`src/design/quoted_word_splitter_macros.svh`:
```
// Assertion macros used by the splitter state module.
`ifndef QUOTED_WORD_SPLITTER_MACROS_SVH
`define QUOTED_WORD_SPLITTER_MACROS_SVH

// Same-cycle implication, disabled while reset is held.
`define QWS_ASSERT_NOW(lbl, clk, rst_n, ante, cons) \
    lbl: assert property (@(posedge clk) disable iff (!(rst_n)) (ante) |-> (cons)) \
        else $error("qws check failed");

// Next-cycle implication, disabled while reset is held.
`define QWS_ASSERT_NEXT(lbl, clk, rst_n, ante, cons) \
    lbl: assert property (@(posedge clk) disable iff (!(rst_n)) (ante) |=> (cons)) \
        else $error("qws check failed");

`endif

```
`src/design/qws_pkg.sv`:
```
package qws_pkg;

    localparam int QWS_COUNT_BITS = 16;
    localparam int WORD_COUNT_W   = 16;

    localparam logic [7:0]  CH_BACKSLASH = 8'h5C;
    localparam logic [7:0]  CH_SQUOTE    = 8'h27;
    localparam logic [7:0]  CH_DQUOTE    = 8'h22;
    localparam logic [7:0]  CH_SPACE     = 8'h20;
    localparam logic [31:0] WS_MASK_LO   = 32'h0000_3e00;
    localparam logic [31:0] WS_MASK_HI   = 32'h0000_0001;

    typedef struct packed {
        logic white;
        logic bslash;
        logic squote;
        logic dquote;
        logic space;
    } t_byte_class;

    typedef struct packed {
        logic [7:0]              out_byte;
        logic                    word_start;
        logic [WORD_COUNT_W-1:0] word_count;
        logic                    end_of_text;
    } t_result;

endpackage

```
`src/design/qws_if.sv`:
```
interface qws_byte_if;
    logic       valid;
    logic       ready;
    logic [7:0] text_byte;
    logic       is_last;

    modport source (output valid, output text_byte, output is_last, input ready);
    modport sink   (input valid, input text_byte, input is_last, output ready);
endinterface

interface qws_word_if;
    logic        valid;
    logic        ready;
    logic [7:0]  out_byte;
    logic        word_start;
    logic [15:0] word_count;
    logic        end_of_text;

    modport source (output valid, output out_byte, output word_start,
                    output word_count, output end_of_text, input ready);
    modport sink   (input valid, input out_byte, input word_start,
                    input word_count, input end_of_text, output ready);
endinterface

```
`src/design/quoted_word_splitter.sv`:
```
// Quoted word splitter: splits a byte stream into shell-style words.
// Input channel i_in carries one text byte per transfer plus is_last, which
// marks the final byte of a text. Output channel o_out carries one result
// per input byte: the byte (a splitting space becomes zero), a word-start
// flag, the running word count and an end-of-text flag.
// Result valid comes in the cycle after the input transfer, through a single
// output register. Throughput: one byte per cycle while o_out.ready stays
// high; all per-byte work is a classify compare plus a few flag updates and
// one count increment, done in the cycle the byte is taken.
// Stall: when the receiver holds ready low with a result pending, i_in.ready
// drops and the result holds; input is taken again in the cycle the pending
// result transfers.
// Reset (synchronous, active low): output empty, tokenizer state back to the
// start of a text. After a byte with is_last, state returns to the same start
// condition, so the next byte begins a new text.
// COUNT_BITS sets the saturation point of the count: 2^COUNT_BITS-1, capped
// at the 16-bit field limit.
module quoted_word_splitter
    import qws_pkg::*;
#(
    parameter int COUNT_BITS = QWS_COUNT_BITS
) (
    input  logic              i_clk,
    input  logic              i_rst_n,
    qws_byte_if.sink          i_in,
    qws_word_if.source        o_out
);

    t_byte_class byte_class;
    t_result     result;
    logic        in_accept;

    logic        r_valid;
    t_result     r_result;

    assign i_in.ready = !r_valid || o_out.ready;
    assign in_accept  = i_in.valid && i_in.ready;

    qws_class u_class (
        .i_byte  (i_in.text_byte),
        .o_class (byte_class)
    );

    qws_state #(
        .COUNT_BITS (COUNT_BITS)
    ) u_state (
        .i_clk    (i_clk),
        .i_rst_n  (i_rst_n),
        .i_accept (in_accept),
        .i_byte   (i_in.text_byte),
        .i_last   (i_in.is_last),
        .i_class  (byte_class),
        .o_result (result)
    );

    always_ff @(posedge i_clk) begin
        if (!i_rst_n) begin
            r_valid <= 1'b0;
        end else if (in_accept) begin
            r_valid <= 1'b1;
        end else if (o_out.ready) begin
            r_valid <= 1'b0;
        end
    end

    always_ff @(posedge i_clk) begin
        if (in_accept) begin
            r_result <= result;
        end
    end

    assign o_out.valid       = r_valid;
    assign o_out.out_byte    = r_result.out_byte;
    assign o_out.word_start  = r_result.word_start;
    assign o_out.word_count  = r_result.word_count;
    assign o_out.end_of_text = r_result.end_of_text;

endmodule

```
`src/design/qws_class.sv`:
```
module qws_class
    import qws_pkg::*;
(
    input  logic [7:0]  i_byte,
    output t_byte_class o_class
);

    logic ws_lo;
    logic ws_hi;

    // whitespace lookup only covers codes below 64
    assign ws_lo = WS_MASK_LO[i_byte[4:0]];
    assign ws_hi = WS_MASK_HI[i_byte[4:0]];

    always_comb begin
        o_class.white  = (i_byte[7:6] == 2'b00) && (i_byte[5] ? ws_hi : ws_lo);
        o_class.bslash = (i_byte == CH_BACKSLASH);
        o_class.squote = (i_byte == CH_SQUOTE);
        o_class.dquote = (i_byte == CH_DQUOTE);
        o_class.space  = (i_byte == CH_SPACE);
    end

endmodule

```
`src/design/qws_state.sv`:
```
`include "quoted_word_splitter_macros.svh"

module qws_state
    import qws_pkg::*;
#(
    parameter int COUNT_BITS = QWS_COUNT_BITS
) (
    input  logic        i_clk,
    input  logic        i_rst_n,
    input  logic        i_accept,
    input  logic [7:0]  i_byte,
    input  logic        i_last,
    input  t_byte_class i_class,
    output t_result     o_result
);

    localparam int CNT_W = (COUNT_BITS > WORD_COUNT_W) ? WORD_COUNT_W : COUNT_BITS;
    localparam logic [CNT_W-1:0] CNT_MAX = {CNT_W{1'b1}};

    logic             r_lead;
    logic             r_esc;
    logic             r_qopen;
    logic             r_qdbl;
    logic             r_split;
    logic [CNT_W-1:0] r_words;

    logic             n_lead;
    logic             n_esc;
    logic             n_qopen;
    logic             n_qdbl;
    logic             n_split;
    logic [CNT_W-1:0] n_words;

    logic             start;
    logic [7:0]       ob;

    always_comb begin
        n_lead  = r_lead;
        n_esc   = r_esc;
        n_qopen = r_qopen;
        n_qdbl  = r_qdbl;
        n_split = r_split;
        n_words = r_words;
        start   = 1'b0;
        ob      = i_byte;

        if (!(r_lead && i_class.white)) begin
            start   = r_lead || (r_split && !i_class.white);
            n_lead  = 1'b0;
            n_split = 1'b0;
            if (start && (r_words != CNT_MAX)) begin
                n_words = r_words + 1'b1;
            end

            unique if (i_class.bslash) begin
                n_esc = !r_esc;
            end else if (i_class.squote || i_class.dquote) begin
                if (r_esc) begin
                    n_esc = 1'b0;
                end else if (!r_qopen) begin
                    n_qopen = 1'b1;
                    n_qdbl  = i_class.dquote;
                end else if (r_qdbl == i_class.dquote) begin
                    n_qopen = 1'b0;
                end
            end else if (i_class.space) begin
                if (r_esc) begin
                    n_esc = 1'b0;
                end else if (!r_qopen) begin
                    ob      = 8'h00;
                    n_split = 1'b1;
                end
            end else begin
                n_esc = 1'b0;
            end
        end

        o_result.out_byte    = ob;
        o_result.word_start  = start;
        o_result.word_count  = WORD_COUNT_W'(n_words);
        o_result.end_of_text = i_last;
    end

    always_ff @(posedge i_clk) begin
        if (!i_rst_n) begin
            r_lead  <= 1'b1;
            r_esc   <= 1'b0;
            r_qopen <= 1'b0;
            r_qdbl  <= 1'b0;
            r_split <= 1'b0;
            r_words <= '0;
        end else if (i_accept) begin
            if (i_last) begin
                // text ends: back to the reset state for the next text
                r_lead  <= 1'b1;
                r_esc   <= 1'b0;
                r_qopen <= 1'b0;
                r_qdbl  <= 1'b0;
                r_split <= 1'b0;
                r_words <= '0;
            end else begin
                r_lead  <= n_lead;
                r_esc   <= n_esc;
                r_qopen <= n_qopen;
                r_qdbl  <= n_qdbl;
                r_split <= n_split;
                r_words <= n_words;
            end
        end
    end

    `QWS_ASSERT_NEXT(a_last_clears, i_clk, i_rst_n, i_accept && i_last, r_lead && (r_words == '0))
    `QWS_ASSERT_NOW(a_lead_idle, i_clk, i_rst_n, r_lead, !r_esc && !r_qopen && !r_split && (r_words == '0))
    `QWS_ASSERT_NOW(a_start_counted, i_clk, i_rst_n, start, o_result.word_count != '0)
    `QWS_ASSERT_NOW(a_split_zero, i_clk, i_rst_n, n_split && !r_lead, ob == 8'h00)

endmodule
```
`src/flat_wrapper.sv`:
```
// flat-port wrapper written by rule: the top's interface ports become plain ports
module quoted_word_splitter_flat import qws_pkg::*;
#(
    parameter int COUNT_BITS = QWS_COUNT_BITS
)
  (i_clk, i_rst_n, i_in_valid, i_in_text_byte, i_in_is_last, i_in_ready, o_out_valid, o_out_out_byte, o_out_word_start, o_out_word_count, o_out_end_of_text, o_out_ready);
  qws_byte_if i_in_i ();
  qws_word_if o_out_i ();
  input  logic i_clk;
  input  logic i_rst_n;
  input wire logic [$bits(i_in_i.valid)-1:0] i_in_valid;
  input wire logic [$bits(i_in_i.text_byte)-1:0] i_in_text_byte;
  input wire logic [$bits(i_in_i.is_last)-1:0] i_in_is_last;
  output wire logic [$bits(i_in_i.ready)-1:0] i_in_ready;
  output wire logic [$bits(o_out_i.valid)-1:0] o_out_valid;
  output wire logic [$bits(o_out_i.out_byte)-1:0] o_out_out_byte;
  output wire logic [$bits(o_out_i.word_start)-1:0] o_out_word_start;
  output wire logic [$bits(o_out_i.word_count)-1:0] o_out_word_count;
  output wire logic [$bits(o_out_i.end_of_text)-1:0] o_out_end_of_text;
  input wire logic [$bits(o_out_i.ready)-1:0] o_out_ready;
  assign i_in_i.valid = i_in_valid;
  assign i_in_i.text_byte = i_in_text_byte;
  assign i_in_i.is_last = i_in_is_last;
  assign i_in_ready = i_in_i.ready;
  assign o_out_valid = o_out_i.valid;
  assign o_out_out_byte = o_out_i.out_byte;
  assign o_out_word_start = o_out_i.word_start;
  assign o_out_word_count = o_out_i.word_count;
  assign o_out_end_of_text = o_out_i.end_of_text;
  assign o_out_i.ready = o_out_ready;
  quoted_word_splitter #(.COUNT_BITS(COUNT_BITS)) u_core (.i_clk(i_clk), .i_rst_n(i_rst_n), .i_in(i_in_i), .o_out(o_out_i));
endmodule
```
`config.mk`:
```
export PLATFORM = sky130hd
export DESIGN_NAME = quoted_word_splitter_flat
export DESIGN_NICKNAME = d
export VERILOG_FILES = /design/src/design/qws_pkg.sv /design/src/design/qws_if.sv /design/src/design/quoted_word_splitter.sv /design/src/design/qws_class.sv /design/src/design/qws_state.sv /design/src/flat_wrapper.sv
export VERILOG_INCLUDE_DIRS = /design/src /design/src/design
export SDC_FILE = /design/constraint.sdc
export NUM_CORES = 1
export LEC_CHECK = 0
export ABC_AREA = 1
export BUFFER_PORTS_ARGS = -buffer_cell sky130_fd_sc_hd__buf_2
export CAP_MARGIN = 5
export CORE_MARGIN = 3
export CORE_UTILIZATION = 25
export DETAILED_ROUTE_END_ITERATION = 8
export GPL_ROUTABILITY_DRIVEN = 0
export PLACE_DENSITY = 0.42
export SETUP_SLACK_MARGIN = 0.05
export SYNTH_ARGS = -nofsm -noshare
export SYNTH_HDL_FRONTEND = slang
export SYNTH_SLANG_ARGS = --single-unit
export TNS_END_PERCENT = 100
```
`constraint.sdc`:
```
create_clock -name i_clk -period 2.97 [get_ports i_clk]
set_input_delay 0 -clock i_clk [delete_from_list [all_inputs] [get_ports i_clk]]
set_output_delay 0 -clock i_clk [all_outputs]
set_load 0.005 [all_outputs]
```
* After elaboration in Yosys (flattened, before gate mapping) *
Memories as Yosys holds them, arrays and structs flattened.
Index checks and enable logic that the tools add are counted.

operators by class
  equality and inequality tests = 10
  order comparisons = 1
  reductions and logical operators = 17
  add/sub/neg operators = 1
  mux-type cells = 39

operators with widths
  kind                                                                   count
  16-bit 2-to-1 mux                                                      3
  8-bit 2-to-1 mux                                                       6
  1-bit 2-to-1 mux                                                       30
  8-bit by 6-bit == test with 1-bit output (second input constant)       3
  16-bit by 1-bit adder with 16-bit output (second input constant)       1
  16-bit != test (second input constant)                                 1
  8-bit by 7-bit == test with 1-bit output (second input constant)       1
  2-bit != test (second input constant)                                  4
  5-bit by 6-bit < comparator with 1-bit output (second input constant)  1
  6-bit AND reduction                                                    1
  1-bit logical AND                                                      5
  5-bit AND reduction                                                    1
  2-bit nonzero test                                                     2
  1-bit logical NOT                                                      3
  1-bit logical OR                                                       3
  2-bit logical NOT                                                      1
  2-bit AND reduction                                                    1
  1-bit == test                                                          1

storage, ports and cells
  memory bits (read-only) = 64
  output and inout port bits = 28
  memories = 2
  register bits after elaboration = 48
  word-level logic and storage cells = 81

memory list
  name              words  width  read ports  clocked after memory_dff  write ports  line             source
  (name not given)  32     1      1           0                         0            qws_class.sv:13  assign ws_hi = WS_MASK_HI[i_byte[4:0]];
  (name not given)  32     1      1           0                         0            qws_class.sv:12  assign ws_lo = WS_MASK_LO[i_byte[4:0]];

* Logic depth before layout (Yosys ltp) *
Gate-level depths: netlist (run 1).

  depth in word-level cells = 11
  gate-level depth with buffers = 11

* Modules after synthesis *
From an unflattened synthesis (run 1), not the netlist that was laid out.

second synthesis, totals
  cell total of the unflattened synthesis = 304
  area total of the unflattened synthesis = 2519.9 um2

by module, submodules not included
  module                instances  area an instance (um2)  cells each  seq. area each (um2)
  qws_state             1          1567.8                  242         420.4
  quoted_word_splitter  1          832.0                   33          800.8
  qws_class             1          120.1                   29          0.0

* Least setup slack after synthesis (run 1) *
No wires, ideal clock.

  path type = register -> register
  start point = register u_core.u_state.r_words[0]
  end point = register u_core.r_result, in the netlist u_core.o_out.word_count[5], data pin
  data required time = 2.715 ns
  arrival = 1.541 ns
  path slack = 1.175 ns
  cell stages (with the launch flop) = 10
  buffers on the path = 1
  cells stage by stage = dfxtp_1 -> ha_1 -> nand2_1 -> nor2_4 -> nand2_2 -> nor3_4 -> nor2_4 -> buf_6 -> a21o_1 -> and2_1

RTL lines
  element                   line                        source
  start: declaration        qws_state.sv:25             logic [CNT_W-1:0] r_words;
  start signal: assignment  qws_state.sv:107            r_words <= n_words;
  end signal: assignment    quoted_word_splitter.sv:68  r_result <= result;
  end: declaration          quoted_word_splitter.sv:34  t_result r_result;

* Worst setup path after layout (run 1) *
  start point = register u_core.u_state.r_words[0]
  end point = register u_core.u_state.r_words[11]

on the way
  cells in the longest elaborated chain, start to end = 5
  elaborated cells between the ends (all ways) = 6

RTL lines
  element                                                                           line             source
  branches (longest 2 deep; another with 16-bit by 1-bit adder with 16-bit output)  --
  16-bit 2-to-1 mux (*)                                                             qws_state.sv:51  if (start && (r_words != CNT_MAX)) begin
  16-bit 2-to-1 mux (*)                                                             qws_state.sv:47  if (!(r_lead && i_class.white)) begin
  16-bit 2-to-1 mux (*)                                                             qws_state.sv:93  if (i_last) begin

Every way passes the cells marked *.
A chain may end at the register's enable or synchronous reset.

==> impl_metrics.json, run 1 <==
{
  "fin_skew_ns": 0.0127,
  "clock_path_buffers": 2,
  "holdCritStartpoint": "i_in_text_byte[5]",
  "synthCells": 289,
  "numClockSinks": 48,
  "fin_ws_ns": 0.818,
  "ff2ff_path_depth": 10,
  "final_max_slew_viol_count": 0,
  "min_period_over_period_pct": 72.4,
  "first_pass_iters": 4,
  "avgSynthCellArea_um2": 8.55,
  "grt-ovfl-total": 0,
  "area_growth_pct": 20.1,
  "worstSetupEndpoint": "u_core.u_state.r_words[11]",
  "place_inst": 448,
  "worstSkewPairLatency_ns": 0.31,
  "die_area_um2": 11100,
  "yosysSeqAreaShare_pct": 49.4,
  "crit_family": "simple AND/OR/NAND/NOR gates",
  "clk_pin_slew_worst_paths_ns": 0.10,
  "htree_levels": 2,
  "ys_seq_elements": 48,
  "synth_compound_area_share_pct": 8.26,
  "grt_pass1_wl_um": 9000,
  "crit_fanout": 28,
  "synthMuxAreaShare_pct": 0,
  "cts_setup_buffers": 0,
  "ant_nets": 0,
  "synth_xor_area_share_pct": 0,
  "cpMaxStageDelayCell": "nor2_4",
  "rows": 35,
  "startpoint_type": "flop",
  "crit_chain": "ha_1 -> nand2_1 -> nor2_4 -> nand2_2 -> nor3_4 -> nor2_4 -> inv_1 -> o21bai_1 -> nand3_1 -> a21oi_1",
  "crit_required_ns": 3.18,
  "num_antenna_cells": 0,
  "async_reset_ff_share_pct": 0,
  "power_density_nw_per_um2": 425,
  "drcViolationCount": 0,
  "rr_endpoint": "u_core.u_state.r_words[11]",
  "drt-total-wl_um": 5480,
  "r2r_start": "u_core.u_state.r_words[0]",
  "rrSetupSlack_ns": 0.82,
  "syn-num-nets": 303,
  "tightest_slew_ns": 0.659,
  "grt_pass1_vias": 1877,
  "design.portCount": 41,
  "fin_util_pct": 31.5,
  "grt_start_max_net_pins": 29,
  "status": "finished, final reports clean",
  "cp.arrival_ns": 2.36,
  "stdcell_count": 466,
  "design_power_total_mw": 1.26,
  "slew_headroom_pct": 55.8,
  "worst-path-buf-inv": 1,
  "cts_tree": "yes",
  "synth_area_um2": 2470,
  "antenna_found_initial": 0,
  "path_common_cell": "nor2_4",
  "critical_path_class": "flop to flop",
  "synth_edf_count": 26,
  "fin_crit_ns": 2.15,
  "dp_slack_ns": 0.810,
  "critical_path_depth": 10,
  "setup-tns-final_ns": 0,
  "cts_root_buf": "clkbuf_8",
  "wl_per_cell_um": 11.7,
  "drive_above_1_share_pct": 24.9,
  "startpoint": "u_core.u_state.r_words[0]",
  "synth.distinct_cells": 36,
  "peakVddDrop_v": 0.000163,
  "coreArea_um2": 9420,
  "holdBufCountCts": 10,
  "setup_viol": 0,
  "cts_made_buffers": 5,
  "synth_top_family_by_area": "simple AND/OR/NAND/NOR gates",
  "rsz0062_at_grt": "no",
  "drtIter0Drc": 54,
  "cap_violations": 0,
  "cp-end-kind": "flop",
  "fmax_mhz": 465,
  "worstHoldPathType": "input pin to flop",
  "die_w_um": 105,
  "post-dp-hpwl_um": 3920,
  "vias": 1982,
  "initial_core_util_pct": 26.2,
  "synthAdderAreaFrac_pct": 0.507,
  "hold_viol_final": 0,
  "vias_per_cell": 4.25,
  "chipHeight_um": 105,
  "grt_usage_pct": 10.0,
  "p_leak_nw": 1.25,
  "cts_resized": 0,
  "cp_slowest_stage_delay_ns": 0.53,
  "synthSimpleGateAreaFrac_pct": 33.7,
  "nets": 350,
  "portBuffers": 40,
  "fillers": 1007,
  "synthFlopType": "edfxtp_1",
  "ys_warn_count": 0
}
-- tightest hold or removal path, stage by stage --
cell     delay [ns]
buf_2          0.12
inv_1          0.09
a41oi_1        0.06
-- power by group --
group	switching, mW	internal, mW
combinational	0.0843	0.0493
clock	0.228	0.165
sequential	0.00801	0.725
total	0.320	0.939
-- Yosys cell counts, types with 2 or more instances --
cell | instances | share of area [%]
and2_1 | 7 | 1.8
o21ai_0 | 3 | 0.61
nand3_2 | 5 | 2.0
or2_2 | 2 | 0.51
nand2_2 | 12 | 3.0
a21o_1 | 3 | 0.91
nor2_2 | 2 | 0.51
buf_6 | 2 | 0.91
nor2_1 | 14 | 2.1
nor3_1 | 3 | 0.61
a21oi_2 | 3 | 1.1
dfxtp_1 | 22 | 18
o21bai_1 | 2 | 0.61
clkbuf_1 | 9 | 1.4
nand3b_1 | 2 | 0.61
edfxtp_1 | 26 | 32
nand4_2 | 2 | 1.0
nand3_1 | 26 | 5.3
inv_1 | 31 | 4.7
a21oi_1 | 19 | 3.9
nand4_1 | 7 | 1.8
nor2_4 | 4 | 1.8
clkinv_1 | 2 | 0.30
nand2_1 | 69 | 10
-- per-stage QoR --
stage          hold slack (ns)  area, um^2
3_3_place_gp             0.208        2780
4_1_cts                  0.127        2970
5_1_grt                  0.146        2970
2_1_floorplan           0.0841        2470
6_report                 0.128        2970
3_5_place_dp             0.206        2780
-- layout by cell type, fill, tap and decap left out, types with 3 or more instances in the layout --
cell type	synthesis	final
nand2_1	69	69
buf_2	0	40
inv_1	31	31
nand3_1	26	26
edfxtp_1	26	26
dfxtp_1	22	22
a21oi_1	19	19
nor2_1	14	14
nand2_2	12	12
dlygate4sd3_1	0	10
nand4_1	7	7
and2_1	7	7
nand3_2	5	5
clkbuf_8	0	5
nor2_4	4	4
nor3_1	3	3
a21o_1	3	3
a21oi_2	3	3
o21ai_0	3	3
buf_4	1	3
-- cell type report --
class	count	area (um^2)	area share, %
timing repair buffer	53	323	10.9
multi-input combinational	194	1050	35.3
clock buffer	6	72.6	2.45
inverter	34	128	4.30
clock inverter	2	12.5	0.422
tap	129	161	5.44
sequential	48	1220	41.2
-- layer usage --
metal / vias up / routed length [um] / track usage, %
met5: - / 0 / 0
met4: 0 / 102 / 4.03
met3: 8 / 236 / 2.45
met2: 35 / 2390 / 15.8
met1: 897 / 2750 / 13.1
li1: 1042 / - / -
-- worst min-delay path by stage --
| stage | endpoint | slack (ns) | cells after the start |
|---|---|---|---|
| floorplan | u_core.u_state.r_lead | 0.08 | 1 |
| global placement | u_core.o_out.out_byte[7] | 0.21 | 1 |
| detailed placement | u_core.o_out.out_byte[7] | 0.21 | 1 |
| CTS | u_core.o_out.out_byte[5] | 0.13 | 3 |
| global route | u_core.o_out.out_byte[5] | 0.15 | 3 |
| finish | u_core.o_out.out_byte[5] | 0.13 | 3 |
-- flip-flops by register name, summed over array words and instances (netlist names) --
name / cells
u_core.u_state.r_qopen: 1
u_core.u_state.r_esc: 1
u_core.o_out.word_start: 1
u_core.u_state.r_qdbl: 1
u_core.o_out.valid: 1
u_core.o_out.end_of_text: 1
u_core.u_state.r_split: 1
u_core.u_state.r_words: 16
u_core.o_out.out_byte: 8
u_core.o_out.word_count: 16
u_core.u_state.r_lead: 1
-- cell families (layout without fill, tap and decap cells) --
logic type / Yosys count / after routing
buf+inv: 47 / 95
simple gates: 159 / 159
fa+ha+maj: 1 / 1
compound gates: 34 / 34
flops: 48 / 48
Note: power is estimated with default switching activity, not from simulation.
==> run 2: changes to the inputs <==
--- a/config.mk
+++ b/config.mk
@@ -6,14 +6,14 @@
 export SDC_FILE = /design/constraint.sdc
 export NUM_CORES = 1
 export LEC_CHECK = 0
-export ABC_AREA = 1
+export ABC_AREA = 0
 export BUFFER_PORTS_ARGS = -buffer_cell sky130_fd_sc_hd__buf_2
 export CAP_MARGIN = 5
 export CORE_MARGIN = 3
 export CORE_UTILIZATION = 25
 export DETAILED_ROUTE_END_ITERATION = 8
 export GPL_ROUTABILITY_DRIVEN = 0
-export PLACE_DENSITY = 0.42
+export PLACE_DENSITY = 0.43
 export SETUP_SLACK_MARGIN = 0.05
 export SYNTH_ARGS = -nofsm -noshare
 export SYNTH_HDL_FRONTEND = slang
==> constraint.sdc (replaced) <==
create_clock -name i_clk -period 1.75 [get_ports i_clk]
set_input_delay 0 -clock i_clk [delete_from_list [all_inputs] [get_ports i_clk]]
set_output_delay 0 -clock i_clk [all_outputs]
set_load 0.005 [all_outputs]
==> impl_metrics.json, run 2 <==
{
  "status": "finished with violations",
  "violations": "setup timing",
  "cp-end-kind": "flop",
  "final_common_cell": "buf_4",
  "synth_xor_area_share_pct": 5.53,
  "fin_crit_ns": 1.93,
  "vias": 2241,
  "setup-tns-final_ns": -1.15,
  "grt-ovfl-total": 0,
  "synthTopCellsByCount": "edfxtp_1, nand2_1, dfxtp_1",
  "coreArea_um2": 9820,
  "ys_warn_count": 0,
  "layout_common_cells": "buf_4, buf_2, edfxtp_1",
  "cts_tree": "yes",
  "synthFlopType": "edfxtp_1",
  "wl_per_cell_um": 14.6,
  "final_area_um2": 3720,
  "p_leak_nw": 1.53,
  "design_power_total_mw": 2.19,
  "area_growth_pct": 46.8,
  "drcViolationCount": 0,
  "num_antenna_cells": 0,
  "rsz0062_at_grt": "yes",
  "clk_pin_slew_worst_paths_ns": 0.08,
  "portBuffers": 40,
  "fin_skew_ns": 0.0103,
  "chipHeight_um": 107,
  "synthMuxAreaShare_pct": 1.68,
  "holdWs_ns": 0.00795,
  "syn-num-nets": 257,
  "ant_nets": 0,
  "setup_viol": 12,
  "hold_viol_final": 0,
  "numClockSinks": 48,
  "cp.arrival_ns": 2.15,
  "drt-total-wl_um": 7000,
  "nets": 359,
  "synth.distinct_cells": 67,
  "async_reset_ff_share_pct": 0,
  "synth_area_um2": 2530,
  "synth.most_common_cell": "edfxtp_1",
  "fin_ws_ns": -0.181,
  "antenna_found_initial": 0,
  "synth.top_cell.area_share_pct": 30.8,
  "clock_path_buffers": 2,
  "worstHoldPathType": "input pin to flop",
  "synth_compound_area_share_pct": 12.6,
  "drive_above_1_share_pct": 49.1,
  "tightest_slew_ns": 0.348,
  "avgSynthCellArea_um2": 10.4,
  "cap_violations": 0,
  "post-dp-hpwl_um": 5110,
  "crit_required_ns": 1.97,
  "synthAdderAreaFrac_pct": 0.494,
  "grt_pass1_wl_um": 11500,
  "fmax_mhz": 518,
  "worstSkewPairLatency_ns": 0.30,
  "rows": 36,
  "yosysSeqAreaShare_pct": 48.2,
  "initial_core_util_pct": 25.8,
  "peakVddDrop_v": 0.000260,
  "design.portCount": 41,
  "crit_fanout": 4,
  "synth_area_leader_cell": "edfxtp_1",
  "drtIter0Drc": 105,
  "synth_edf_count": 26,
  "place_area_um2": 3250,
  "vias_per_cell": 4.68,
  "netlist_top_cells_area": "edfxtp_1, dfxtp_1, nand2_1",
  "synthCells": 243,
  "ys_seq_elements": 48,
  "startpoint_type": "flop",
  "grt_start_max_net_pins": 14,
  "die_area_um2": 11400,
  "cts_root_buf": "clkbuf_8",
  "slew_headroom_pct": 76.7,
  "synthSimpleGateAreaFrac_pct": 26.1,
  "cts_made_buffers": 5,
  "die_w_um": 107,
  "min_period_over_period_pct": 110,
  "critical_path_class": "flop to flop",
  "grt_usage_pct": 12.7,
  "final_max_slew_viol_count": 0,
  "synth_top_family_by_area": "simple AND/OR/NAND/NOR gates",
  "htree_levels": 2,
  "power_density_nw_per_um2": 588,
  "first_pass_iters": 4,
  "grt_pass1_vias": 2223
}
run 2: layout make-up:
cell class / count / area, um^2
Clock buffer: 7 / 76.3
Timing Repair Buffer: 114 / 805
Tap cell: 133 / 166
Sequential cell: 48 / 1230
Multi-Input combinational cell: 171 / 1410
Clock inverter: 1 / 3.75
Inverter: 5 / 27.5
Fill cell: 1033 / 6100
run 2: path summary, 6_finish.rpt:
check	start	end	slack, ns	cells after the start
worst max register to register	u_core.u_state.r_words[1]	u_core.u_state.r_words[10]	-0.18	6
worst min register to register	u_core.u_state.r_split	u_core.u_state.r_split	0.48	1
worst min-delay path	i_in_text_byte[4]	u_core.o_out.out_byte[4]	0.008	2
worst max-delay path	u_core.u_state.r_words[1]	u_core.u_state.r_words[10]	-0.18	6
run 2: logic make-up (layout without fill, tap and decap cells):
logic type / Yosys count / count (layout)
AOI/OAI and AO/OA: 40 / 40
DFF: 48 / 48
adders and majority gates: 1 / 1
and+or+nand+nor: 110 / 110
xor gates and xnor gates: 16 / 16
buffers and inverters: 24 / 127
muxes: 4 / 4
run 2: worst max-delay path, cell delays in order, from the launching register on:
cell and delay (ns):
dfxtp_4 0.36, ha_4 0.13, and3_4 0.21, nand2_4 0.06, or4_4 0.51, or4_1 0.48
o211ai_1 0.09
run 2: power by group:
group	total (mW)	internal, mW	switching [mW]
registers	1.24	1.23	0.0109
clock network	0.643	0.279	0.364
logic	0.307	0.140	0.167
total	2.19	1.65	0.542
run 2: what timing repair did:
| action | CTS | global route |
|---|---|---|
| setup buffers | 7 | 8 |
| resized for setup | 29 | 29 |
| endpoints found under the setup margin | 25 | 27 |
| pin swaps | 15 | 12 |
| hold endpoints to repair | 6 | 0 |
| hold buffers | 6 | 0 |
run 2: layer usage:
metal	up-vias	GRT usage, %	wire, um
met5	-	0	0
met3	6	2.23	134
met4	0	3.01	77
met1	1097	17.2	3400
met2	22	21.1	3390
li1	1116	-	-
run 2: metrics by stage:
step           std cells  utilization (%)  setup WS, ns
6_report             479             37.9        -0.181
3_3_place_gp         455             33.1        -0.153
5_1_grt              479             37.9        -0.236
3_5_place_dp         455             33.1        -0.183
2_1_floorplan        243                -        -0.165
4_1_cts              475             36.1        -0.157
